`src/sv/ste_pkg.sv`:
```
// Shared types and constants for the session table with expiry.
// Used by the interfaces, the slot store, the top level and the checker.
// No dependencies.
`default_nettype none

package ste_pkg;

  typedef enum logic [1:0] {
    ACT_CREATE     = 2'd0,
    ACT_CHECK      = 2'd1,
    ACT_INVALIDATE = 2'd2
  } act_e;

  typedef enum logic [1:0] {
    RES_OK   = 2'd0,
    RES_NONE = 2'd1,
    RES_OLD  = 2'd2
  } res_e;

  localparam int TOK_W   = 64;
  localparam int TIME_W  = 32;
  localparam int REG_W   = 24;
  localparam int IDX_W   = 1;
  localparam int SLOT_W  = 4;

  localparam logic [IDX_W-1:0] REG_IDLE_TIMEOUT = 1'd0;
  localparam logic [IDX_W-1:0] REG_MAX_AGE      = 1'd1;

  localparam logic [REG_W-1:0] IDLE_TIMEOUT_RST = 24'd900;
  localparam logic [REG_W-1:0] MAX_AGE_RST      = 24'd86400;

  typedef struct packed {
    logic [TOK_W-1:0]  tok_hi;
    logic [TOK_W-1:0]  tok_lo;
    logic [TIME_W-1:0] expiry;
    logic [TIME_W-1:0] issue;
  } entry_t;

endpackage

`default_nettype wire

```
`src/sv/ste_intf.sv`:
```
// Valid/ready channel interfaces for requests and responses.
// Depends on ste_pkg for field widths.
`default_nettype none

interface ste_req_if
  import ste_pkg::*;
  ();
  logic              valid;
  logic              ready;
  logic [1:0]        action;
  logic [TOK_W-1:0]  token_high;
  logic [TOK_W-1:0]  token_low;
  logic [TIME_W-1:0] now_seconds;

  modport source (output valid, action, token_high, token_low, now_seconds, input ready);
  modport sink   (input valid, action, token_high, token_low, now_seconds, output ready);
endinterface

interface ste_rsp_if
  import ste_pkg::*;
  ();
  logic              valid;
  logic              ready;
  logic [1:0]        result_code;
  logic [SLOT_W-1:0] slot_index;

  modport source (output valid, result_code, slot_index, input ready);
  modport sink   (input valid, result_code, slot_index, output ready);
endinterface

`default_nettype wire

```
`src/sv/ste_store.sv`:
```
// Slot store: one synchronous memory of session entries with a registered read port.
// Per-entry valid bits make unwritten slots read as all zero after reset.
// Depends on ste_pkg.
`default_nettype none

module ste_store
  import ste_pkg::*;
#(
  parameter int SESSIONS = 16,
  localparam int AW = (SESSIONS > 1) ? $clog2(SESSIONS) : 1
) (
  input  wire logic          clk_i,
  input  wire logic          rst_ni,
  input  wire logic          rd_en_i,
  input  wire logic [AW-1:0] rd_addr_i,
  output      entry_t        rd_entry_o,
  input  wire logic          wr_en_i,
  input  wire logic [AW-1:0] wr_addr_i,
  input  wire entry_t        wr_entry_i
);

  entry_t                mem_q [SESSIONS];
  entry_t                rd_data_q;
  logic                  rd_vld_q;
  logic [SESSIONS-1:0]   vld_q;

  always_ff @(posedge clk_i) begin
    if (wr_en_i) begin
      mem_q[wr_addr_i] <= wr_entry_i;
    end
    if (rd_en_i) begin
      rd_data_q <= mem_q[rd_addr_i];
    end
  end

  always_ff @(posedge clk_i or negedge rst_ni) begin
    if (!rst_ni) begin
      vld_q    <= '0;
      rd_vld_q <= 1'b0;
    end else begin
      if (wr_en_i) begin
        vld_q[wr_addr_i] <= 1'b1;
      end
      if (rd_en_i) begin
        rd_vld_q <= vld_q[rd_addr_i];
      end
    end
  end

  // never-written slot reads as the reset value
  assign rd_entry_o = rd_vld_q ? rd_data_q : '0;

endmodule

`default_nettype wire

```
`src/sv/session_table_with_expiry_top.sv`:
```
// Session table with expiry: top level with request scan and write-back control.
// Depends on ste_pkg, ste_intf (request/response channels) and ste_store.
//
// Usage:
//   req_i carries action, 128-bit token (two halves) and current time; rsp_o
//   returns one result_code and slot_index per request. Transfers complete when
//   valid and ready are both high. Config writes (cfg_we_i, cfg_idx_i,
//   cfg_data_i) set idle_timeout and max_session_age; issue them while idle.
// Timing:
//   One request at a time. The store is read one slot per cycle, so a request
//   streams all slots through the registered read port, then passes through
//   the write-back state (ST_WB) and the output load state (ST_DONE) before
//   its response is valid. The next request can be taken once the previous
//   one has loaded its result.
// Stall:
//   The response sits in an output register; a new request is accepted and
//   processed while it waits, and its result is held until the register frees.
// Reset:
//   All slots read as zero (expired), registers return to 900 and 86400.
`default_nettype none

module session_table_with_expiry_top
  import ste_pkg::*;
#(
  parameter int SESSIONS = 16
) (
  input  wire logic             clk_i,
  input  wire logic             rst_ni,
  ste_req_if.sink               req_i,
  ste_rsp_if.source             rsp_o,
  input  wire logic             cfg_we_i,
  input  wire logic [IDX_W-1:0] cfg_idx_i,
  input  wire logic [REG_W-1:0] cfg_data_i
);

  localparam int AW    = (SESSIONS > 1) ? $clog2(SESSIONS) : 1;
  localparam int CW    = AW + 1;
  localparam int SLW   = (AW > SLOT_W) ? AW : SLOT_W;

  typedef enum logic [3:0] {
    ST_IDLE = 4'b0001,
    ST_SCAN = 4'b0010,
    ST_WB   = 4'b0100,
    ST_DONE = 4'b1000
  } state_e;

  state_e            state_q, state_d;
  logic [REG_W-1:0]  idle_q, max_age_q;

  // request latch
  act_e              act_q;
  logic [TOK_W-1:0]  tok_hi_q, tok_lo_q;
  logic [TIME_W-1:0] now_q;

  // scan pipeline
  logic [CW-1:0]     rd_cnt_q;
  logic              pv_q;
  logic [AW-1:0]     pidx_q;
  logic              rd_en;
  entry_t            rd_entry;

  // scan results
  logic              found_q;
  logic [AW-1:0]     slot_q;
  logic [TIME_W-1:0] oldest_q;
  res_e              chk_code_q;
  logic [TIME_W-1:0] hit_issue_q;

  // write-back and result
  logic              wr_en;
  entry_t            wr_entry;
  res_e              res_code_d;
  logic [AW-1:0]     res_slot_d;
  res_e              res_code_q;
  logic [AW-1:0]     res_slot_q;
  logic              out_valid_q;
  logic [1:0]        out_code_q;
  logic [SLOT_W-1:0] out_slot_q;
  logic              out_free;
  logic [SLW-1:0]    slot_ext;

  logic              in_xfer;
  logic              tok_eq, live, is_old;
  logic [TIME_W-1:0] age;
  logic [TIME_W:0]   exp_sum;
  logic [TIME_W-1:0] exp_sat;

  assign in_xfer  = req_i.valid && req_i.ready;
  assign out_free = !out_valid_q || rsp_o.ready;
  assign req_i.ready = (state_q == ST_IDLE);

  assign rd_en = (state_q == ST_SCAN) && (rd_cnt_q != CW'(SESSIONS));

  ste_store #(
    .SESSIONS (SESSIONS)
  ) u_store (
    .clk_i      (clk_i),
    .rst_ni     (rst_ni),
    .rd_en_i    (rd_en),
    .rd_addr_i  (rd_cnt_q[AW-1:0]),
    .rd_entry_o (rd_entry),
    .wr_en_i    (wr_en),
    .wr_addr_i  (slot_q),
    .wr_entry_i (wr_entry)
  );

  // per-slot evaluation of the entry coming out of the store
  assign tok_eq = (rd_entry.tok_hi == tok_hi_q) && (rd_entry.tok_lo == tok_lo_q);
  assign live   = rd_entry.expiry > now_q;
  assign age    = (now_q >= rd_entry.issue) ? (now_q - rd_entry.issue) : '0;
  assign is_old = age > TIME_W'(max_age_q);

  assign exp_sum = {1'b0, now_q} + (TIME_W + 1)'(idle_q);
  assign exp_sat = exp_sum[TIME_W] ? '1 : exp_sum[TIME_W-1:0];

  always_comb begin
    wr_en      = 1'b0;
    wr_entry   = '0;
    res_code_d = RES_NONE;
    res_slot_d = '0;
    if (state_q == ST_WB) begin
      case (act_q)
        ACT_CREATE: begin
          wr_en      = 1'b1;
          wr_entry   = '{tok_hi: tok_hi_q, tok_lo: tok_lo_q, expiry: exp_sat, issue: now_q};
          res_code_d = RES_OK;
          res_slot_d = slot_q;
        end
        ACT_CHECK: begin
          if (found_q) begin
            res_code_d = chk_code_q;
            res_slot_d = slot_q;
            if (chk_code_q == RES_OK) begin
              wr_en    = 1'b1;
              wr_entry = '{tok_hi: tok_hi_q, tok_lo: tok_lo_q, expiry: exp_sat,
                           issue: hit_issue_q};
            end
          end
        end
        ACT_INVALIDATE: begin
          if (found_q) begin
            wr_en      = 1'b1;
            res_code_d = RES_OK;
            res_slot_d = slot_q;
          end
        end
        default: begin
          res_code_d = RES_NONE;
        end
      endcase
    end
  end

  always_comb begin
    state_d = state_q;
    case (state_q)
      ST_IDLE: if (in_xfer) state_d = ST_SCAN;
      ST_SCAN: if (pv_q && (pidx_q == AW'(SESSIONS - 1))) state_d = ST_WB;
      ST_WB:   state_d = ST_DONE;
      ST_DONE: if (out_free) state_d = ST_IDLE;
      default: state_d = ST_IDLE;
    endcase
  end

  always_ff @(posedge clk_i or negedge rst_ni) begin
    if (!rst_ni) begin
      state_q     <= ST_IDLE;
      idle_q      <= IDLE_TIMEOUT_RST;
      max_age_q   <= MAX_AGE_RST;
      rd_cnt_q    <= '0;
      pv_q        <= 1'b0;
      found_q     <= 1'b0;
      out_valid_q <= 1'b0;
    end else begin
      state_q <= state_d;
      if (cfg_we_i) begin
        case (cfg_idx_i)
          REG_IDLE_TIMEOUT: idle_q    <= cfg_data_i;
          REG_MAX_AGE:      max_age_q <= cfg_data_i;
          default: ;
        endcase
      end
      pv_q <= rd_en;
      if (in_xfer) begin
        rd_cnt_q <= '0;
        found_q  <= 1'b0;
      end else begin
        if (rd_en) rd_cnt_q <= rd_cnt_q + CW'(1);
        if (pv_q) begin
          case (act_q)
            ACT_CREATE:     if (!found_q && (rd_entry.expiry <= now_q)) found_q <= 1'b1;
            ACT_CHECK:      if (!found_q && live && tok_eq) found_q <= 1'b1;
            ACT_INVALIDATE: if (!found_q && tok_eq) found_q <= 1'b1;
            default: ;
          endcase
        end
      end
      if ((state_q == ST_DONE) && out_free) begin
        out_valid_q <= 1'b1;
      end else if (rsp_o.ready) begin
        out_valid_q <= 1'b0;
      end
    end
  end

  // payload registers
  always_ff @(posedge clk_i) begin
    if (in_xfer) begin
      act_q    <= act_e'(req_i.action);
      tok_hi_q <= req_i.token_high;
      tok_lo_q <= req_i.token_low;
      now_q    <= req_i.now_seconds;
      slot_q   <= '0;
    end
    pidx_q <= rd_cnt_q[AW-1:0];
    if (pv_q && !found_q) begin
      case (act_q)
        ACT_CREATE: begin
          if (rd_entry.expiry <= now_q) begin
            slot_q <= pidx_q;
          end else if ((pidx_q == '0) || (rd_entry.expiry < oldest_q)) begin
            // earliest expiry so far, lowest index on ties
            oldest_q <= rd_entry.expiry;
            slot_q   <= pidx_q;
          end
        end
        ACT_CHECK: begin
          if (live && tok_eq) begin
            slot_q      <= pidx_q;
            hit_issue_q <= rd_entry.issue;
            chk_code_q  <= is_old ? RES_OLD : RES_OK;
          end
        end
        ACT_INVALIDATE: begin
          if (tok_eq) slot_q <= pidx_q;
        end
        default: ;
      endcase
    end
    if (state_q == ST_WB) begin
      res_code_q <= res_code_d;
      res_slot_q <= res_slot_d;
    end
    if ((state_q == ST_DONE) && out_free) begin
      out_code_q <= res_code_q;
      out_slot_q <= slot_ext[SLOT_W-1:0];
    end
  end

  assign slot_ext = SLW'(res_slot_q);

  assign rsp_o.valid       = out_valid_q;
  assign rsp_o.result_code = out_code_q;
  assign rsp_o.slot_index  = out_slot_q;

endmodule

`default_nettype wire

```
`src/flat_wrapper.sv`:
```
// flat-port wrapper written by rule: the top's interface ports become plain ports
module session_table_with_expiry_top_flat import ste_pkg::*;
#(
  parameter int SESSIONS = 16
)
  (clk_i, rst_ni, cfg_we_i, cfg_idx_i, cfg_data_i, req_i_valid, req_i_action, req_i_token_high, req_i_token_low, req_i_now_seconds, req_i_ready, rsp_o_valid, rsp_o_result_code, rsp_o_slot_index, rsp_o_ready);
  ste_req_if req_i_i ();
  ste_rsp_if rsp_o_i ();
  input  wire logic clk_i;
  input  wire logic rst_ni;
  input  wire logic cfg_we_i;
  input  wire logic [IDX_W-1:0] cfg_idx_i;
  input  wire logic [REG_W-1:0] cfg_data_i;
  input wire logic [$bits(req_i_i.valid)-1:0] req_i_valid;
  input wire logic [$bits(req_i_i.action)-1:0] req_i_action;
  input wire logic [$bits(req_i_i.token_high)-1:0] req_i_token_high;
  input wire logic [$bits(req_i_i.token_low)-1:0] req_i_token_low;
  input wire logic [$bits(req_i_i.now_seconds)-1:0] req_i_now_seconds;
  output wire logic [$bits(req_i_i.ready)-1:0] req_i_ready;
  output wire logic [$bits(rsp_o_i.valid)-1:0] rsp_o_valid;
  output wire logic [$bits(rsp_o_i.result_code)-1:0] rsp_o_result_code;
  output wire logic [$bits(rsp_o_i.slot_index)-1:0] rsp_o_slot_index;
  input wire logic [$bits(rsp_o_i.ready)-1:0] rsp_o_ready;
  assign req_i_i.valid = req_i_valid;
  assign req_i_i.action = req_i_action;
  assign req_i_i.token_high = req_i_token_high;
  assign req_i_i.token_low = req_i_token_low;
  assign req_i_i.now_seconds = req_i_now_seconds;
  assign req_i_ready = req_i_i.ready;
  assign rsp_o_valid = rsp_o_i.valid;
  assign rsp_o_result_code = rsp_o_i.result_code;
  assign rsp_o_slot_index = rsp_o_i.slot_index;
  assign rsp_o_i.ready = rsp_o_ready;
  session_table_with_expiry_top #(.SESSIONS(SESSIONS)) u_core (.clk_i(clk_i), .rst_ni(rst_ni), .req_i(req_i_i), .rsp_o(rsp_o_i), .cfg_we_i(cfg_we_i), .cfg_idx_i(cfg_idx_i), .cfg_data_i(cfg_data_i));
endmodule
```
`config.mk`:
```
export PLATFORM = sky130hd
export DESIGN_NAME = session_table_with_expiry_top_flat
export DESIGN_NICKNAME = d
export VERILOG_FILES = /design/src/sv/ste_pkg.sv /design/src/sv/ste_intf.sv /design/src/sv/ste_store.sv /design/src/sv/session_table_with_expiry_top.sv /design/src/flat_wrapper.sv
export SDC_FILE = /design/constraint.sdc
export NUM_CORES = 2
export LEC_CHECK = 0
export ABC_AREA = 1
export BUFFER_PORTS_ARGS = -buffer_cell sky130_fd_sc_hd__buf_2
export CAP_MARGIN = 30
export CORE_UTILIZATION = 60
export DETAILED_ROUTE_END_ITERATION = 12
export GPL_ROUTABILITY_DRIVEN = 1
export PLACE_DENSITY = 0.76
export SYNTH_ARGS = -nofsm -noshare
export SYNTH_HDL_FRONTEND = slang
export SYNTH_SLANG_ARGS = --single-unit
```
`constraint.sdc`:
```
create_clock -name clk_i -period 30.6 [get_ports clk_i]
set_clock_uncertainty 0.2 [all_clocks]
set_input_delay 4.59 -clock clk_i [delete_from_list [all_inputs] [get_ports clk_i]]
set_output_delay 4.59 -clock clk_i [all_outputs]
set_load 0.01 [all_outputs]
```
# Yosys cells after proc, flatten, opt, wreduce, memory -nomap -nowiden

Memory sizes are Yosys's and may differ from the RTL's. A register that Yosys moved wholly into a read port is not among the register bits.
Cells that the tools add are included.
Widths: inputs -> output; s select.

Latch bits: 0
Output and inout bits: 8
Memory bits (writable): 3072
Input bits: 192
ROM bits: 0
Memories: 1
Logic and storage cells: 128
Register bits: 325

$add $sub $neg: 3
Multiplexer cells: 45
Shift-type cells: 0
Bitwise gates (word level): 3
Equal/unequal tests: 16
$mul: 0
Div/mod/pow operators: 0
Magnitude comparators: 8
Reductions and logical operators: 30

Memory list:

| name                 | depth | width | rd ports | clocked after memory_dff | wr ports | RTL line        | text |
|---|---|---|---|---|---|---|---|
| u_core.u_store.mem_q | 16    | 192   | 1        | 1                        | 1        | ste_store.sv:22 | `entry_t mem_q [SESSIONS];` |

Operators by type and width:

| operator           | number |
|---|---|
| $mux 192           | 4 |
| $pmux 192 s2       | 1 |
| $eq 64x64->1       | 2 |
| $mux 32            | 2 |
| $mux 4             | 10 |
| $add 32x24->33     | 1 |
| $ge 32x32->1       | 1 |
| $gt 32x24->1       | 1 |
| $gt 32x32->1       | 1 |
| $le 32x32->1       | 1 |
| $lt 32x32->1       | 1 |
| $sub 32x32->32     | 1 |
| $mux 1             | 16 |
| $or 16x16->16      | 1 |
| $pmux 4 s4         | 1 |
| $logic_and 1x1->1  | 12 |
| $pmux 4 s3         | 1 |
| $lt 4x5->1 const B | 2 |
| $mux 5             | 2 |
| $ne 3x1->1 const B | 3 |
| $eq 4x4->1 const B | 2 |
| $pmux 4 s2         | 1 |
| $pmux 1 s3         | 2 |
| $pmux 2 s3         | 1 |
| 25 further kinds   | 35 |

# Logic depth before layout (Yosys ltp)

Word-level depth: 8
Gate-level depth with buffers: 34
Gate-level depth less buffers: 28

# Cells and area by module

From an unflattened synthesis, not the netlist that was laid out.

Cell total of the unflattened synthesis: 12431
Area, all modules: 148991.6 sq um

Modules (own cells, without submodules):

| module                        | cells each | instances | area an instance (sq um) |
|---|---|---|---|
| ste_store                     | 9877       | 1         | 128796.0 |
| session_table_with_expiry_top | 2554       | 1         | 20195.6 |

# Worst setup path before layout

Ideal clock, no wire load.

Path type: in2reg
Start: in req_i_valid
End: reg u_core.rd_cnt_q[0]
Slack: 17299 ps
Library setup time: 160 ps
Buffers on the path: 0
Data required time: 30240 ps
Arrival: 12942 ps
Cell stages on the path: 5
Cells stage by stage: inv_1 nor2_1 inv_1 o21ai_0 a21oi_1

Longest elaborated chain between the ends: 2
Elaborated cells on any way between the ends: 3
Classes of those cells: 1 x mux; 2 x reduce/logical

RTL lines:

| what                                               | RTL line                             | text |
|---|---|---|
| start, declared                                    | flat_wrapper.sv:14                   | `input wire logic [$bits(req_i_i.valid)-1:0] req_i_valid;` |
| $logic_and 1x1->1 (*)                              | session_table_with_expiry_top.sv:88  | `assign in_xfer = req_i.valid && req_i.ready;` |
| via u_core.in_xfer                                 | session_table_with_expiry_top.sv:82  | `logic in_xfer;` |
| $mux 5 / $reduce_bool 2->1 (equally long branches) | -                                    |  |
| end signal, assigned                               | session_table_with_expiry_top.sv:188 | `if (rd_en) rd_cnt_q <= rd_cnt_q + CW'(1);` |
| end, declared                                      | session_table_with_expiry_top.sv:56  | `logic [CW-1:0] rd_cnt_q;` |

Mark *: on every way through the listed nets, which the timed path passes. The rest lies on a longest branch.
A chain may end at the register's enable or synchronous reset.

# Worst setup path after layout

Start: reg u_core.state_q[0]
End: out req_i_ready

Longest elaborated chain between the ends: 1

RTL lines:

| what                   | RTL line                             | text |
|---|---|---|
| start, declared        | session_table_with_expiry_top.sv:47  | `state_e state_q, state_d;` |
| start signal, assigned | session_table_with_expiry_top.sv:175 | `state_q <= state_d;` |
| $eq 4x1->1             | session_table_with_expiry_top.sv:90  | `assign req_i.ready = (state_q == ST_IDLE);` |
| end, declared          | flat_wrapper.sv:19                   | `output wire logic [$bits(req_i_i.ready)-1:0] req_i_ready;` |

Every way passes these cells.

==> flow_summary.json <==
{
  "outcome": "complete, no violations",
  "start_util_pct": 60.53,
  "fp.dieH_um": 492.5,
  "dpl.hpwl_mm": 189.4,
  "layout_min_cycle_time_ps": 6942,
  "worstPathCellList": "inv_1 -> nor3_1 -> buf_2",
  "seq_area_frac_synth_pct": 74.32,
  "cts_made_buffers": 361,
  "syn_avg_cell_area_sq_um": 12.46,
  "switchingPower_uw": 3917,
  "power.leakage_uw": 0.04982,
  "vias_per_cell": 6.391,
  "tightest_slew_ps": 1259,
  "post-route-period-util_pct": 22.69,
  "globalRouteMet2Util_pct": 49.27,
  "setup_violations": 0,
  "multi_input_area_sq_um": 32750,
  "max_slew_margin_pct": 16.06,
  "overflow": 0,
  "cts.repair.resized": 0,
  "max_freq_mhz": 144.1,
  "cp-start-kind": "flip-flop",
  "dp.cells": 14430,
  "p_clk_share_pct": 33.8,
  "crit_cells": 3,
  "critPathMaxStageDelay_ps": 530,
  "worst-path-buf-inv": 2,
  "met1_usage_pct": 42.58,
  "wl_per_cell_um": 25.18,
  "gp_congestion": 0.9223,
  "cts_hold_buffers": 0,
  "cp.arrival_ps": 2150,
  "grt_use_total_pct": 30.78,
  "setup_tns_ps": 0,
  "clockRootBuffer": "clkbuf_16",
  "rows": 179,
  "p_int_uw": 8752,
  "seqPwrFrac_pct": 44.9,
  "grt_max_degree": 252,
  "antenna_found_initial": 5,
  "fp.dieW_um": 492.5,
  "whs_path_depth": 2,
  "power_density_nw_per_um2": 79.18,
  "synth-seq-cells": 3588,
  "clk_pin_slew_ps": 70,
  "ant_nets": 0,
  "clock-sinks": 3588,
  "yosysTopAreaCell": "edfxtp_1",
  "synthArstFlopShare_pct": 2.146,
  "critPathSlowestCell": "dfstp_2",
  "instances_no_fill": 15070,
  "dr.pass1.iters": 7,
  "rsz0062_at_grt": "no",
  "tritoncts": "built",
  "cap_violations": 0,
  "use_met3_pct": 4.800,
  "grt_pass1_wl_mm": 563.5,
  "ys_types": 45,
  "htreeDepth": 5,
  "routed_wl_mm": 379.5,
  "crit_type": "flip-flop to output port",
  "r2r_cells": 10,
  "drtIter0Drc": 13780,
  "grt_pass1_vias": 93330,
  "synthCells": 11580,
  "yosys.area.top_type_share_pct": 72.86,
  "vias": 96320,
  "syn_nets": 11930,
  "synthFlopType": "edfxtp_1",
  "die-area_sq_um": 242600,
  "clockBufferDepth": 4,
  "required_ps": 25810,
  "synthTopCellsByCount": "3503 x edfxtp_1, 1862 x nor2_1, 1660 x o21ai_0",
  "area_delta_synth_final_pct": 10.83,
  "n_fill_cell": 16090,
  "insertion_delay_ps": 950,
  "port_buffers": 199,
  "nets": 11980,
  "regArea_sq_um": 107300,
  "synth_area_sq_um": 144400,
  "synth_edf_count": 3503,
  "p_comb_share_pct": 21.3,
  "yosysWarnings": 0,
  "hold_class": "flip-flop to flip-flop",
  "worstPathMaxFanout": 3,
  "hold_violations": 0,
  "setup.worst_path.end_class": "output port",
  "drv_slew": 0,
  "synth_area_leaders": "edfxtp_1 73%, o21ai_0 5.8%, nor2_1 4.8%",
  "post-cts-setup-buffer-count": 0,
  "synth_most_common_cell": "edfxtp_1",
  "grt.busiest_layer": "met2",
  "drive_gt1_share_pct": 7.897,
  "cp_top_family": "flip-flops",
  "drc": 0,
  "peakVddDrop_v": 0.00007601,
  "netSwitchingFraction_pct": 30.92,
  "boundaryPins": 200,
  "core-area_sq_um": 238500
}
==> worst min-delay path, cell delays in order (launching register included) <==
cell and delay, ps:
dfrtp_1 320, inv_1 50, o21ai_0 60
==> power by group through the flow <==
stage                     registers [uW]  clock network, uW  logic [uW]
final                               5680               4290        2700
after detailed placement            5770                  0        2630
after global routing                5680               4480        2970
after floorplan                     5710                  0        1920
after CTS                           5670               4310        2660
after global placement              5770                  0        2520
==> registers in the layout, summed over array words and instances (netlist names), 16 cells and up <==
name and count:
u_core.hit_issue_q 32, u_core.idle_q 24, u_core.max_age_q 24, u_core.now_q 32
u_core.oldest_q 32, u_core.tok_hi_q 64, u_core.tok_lo_q 64, u_core.u_store.mem_q 3072
u_core.u_store.rd_data_q 192, u_core.u_store.vld_q 16
==> final timing paths <==
kind	from	to	slack, ps
worst max-delay path	u_core.state_q[0]	req_i_ready	23660
min in group asynchronous	rst_ni	u_core.u_store.vld_q[10]	3430
worst max register to register	u_core.state_q[1]	u_core.u_store.mem_q[15][70]	24520
worst min-delay path	u_core.u_store.vld_q[5]	u_core.u_store.vld_q[5]	260
worst min register to register	u_core.u_store.vld_q[5]	u_core.u_store.vld_q[5]	260
max in group asynchronous	rst_ni	u_core.max_age_q[16]	26100
==> cell type report <==
| cell class | count | share of cell area, % |
|---|---|---|
| flip-flops and latches | 3588 | 67.06 |
| clock buffers | 434 | 5.928 |
| multi-input cells | 6830 | 20.47 |
| well taps | 3167 | 2.477 |
| diodes | 1 | 0.001564 |
| inverters | 491 | 1.166 |
| repair buffers | 368 | 1.756 |
| clock inverters | 193 | 1.140 |
==> cell families after synthesis <==
kind of cell | share of synthesized area, %
xor+xnor | 0.2366
buf+inv | 3.130
flops | 74.32
compound gates | 9.884
simple gates | 11.11
fa+ha+maj | 1.319
==> per-layer routing <==
layer / wire length (um) / up-vias
li1: - / 41980
met4: 15440 / 2
met5: 11 / -
met3: 42120 / 1025
met2: 179300 / 6182
met1: 142700 / 47130
==> through the flow <==
step | utilization, % | worst slack, ps | cell area, sq um | total power (uW) | hold WS, ps
after floorplan | - | 17300 | 144400 | 7626 | 168.4
after global placement | 62.12 | 23790 | 148200 | 8296 | 238.6
after detailed placement | 62.26 | 23710 | 148500 | 8403 | 249.0
after CTS | 67.00 | 23590 | 159800 | 12640 | 262.8
after global routing | 67.08 | 23580 | 160000 | 13140 | 286.0
final | 67.08 | 23660 | 160000 | 12670 | 260.8
==> cells in the final DEF, fill, tap and decap left out, drive strengths merged, types with 8 or more instances in the layout <==
cell type | Yosys | layout
dfrtp | 67 | 67
nand4 | 220 | 220
o21ai | 1663 | 1663
o21bai | 9 | 9
nor3 | 27 | 27
a21o | 12 | 12
buf | 84 | 368
xnor2 | 12 | 12
dfstp | 10 | 10
or2 | 27 | 27
nand2 | 1604 | 1604
nor2 | 1864 | 1864
a21oi | 155 | 155
o22ai | 770 | 770
ha | 149 | 149
clkbuf | 589 | 434
nand3 | 253 | 253
bufinv | 0 | 35
clkinv | 1 | 143
xor2 | 27 | 27
edfxtp | 3503 | 3503
dfxtp | 8 | 8
inv | 490 | 499
a31oi | 9 | 9
(Power assumes the default switching activity.)
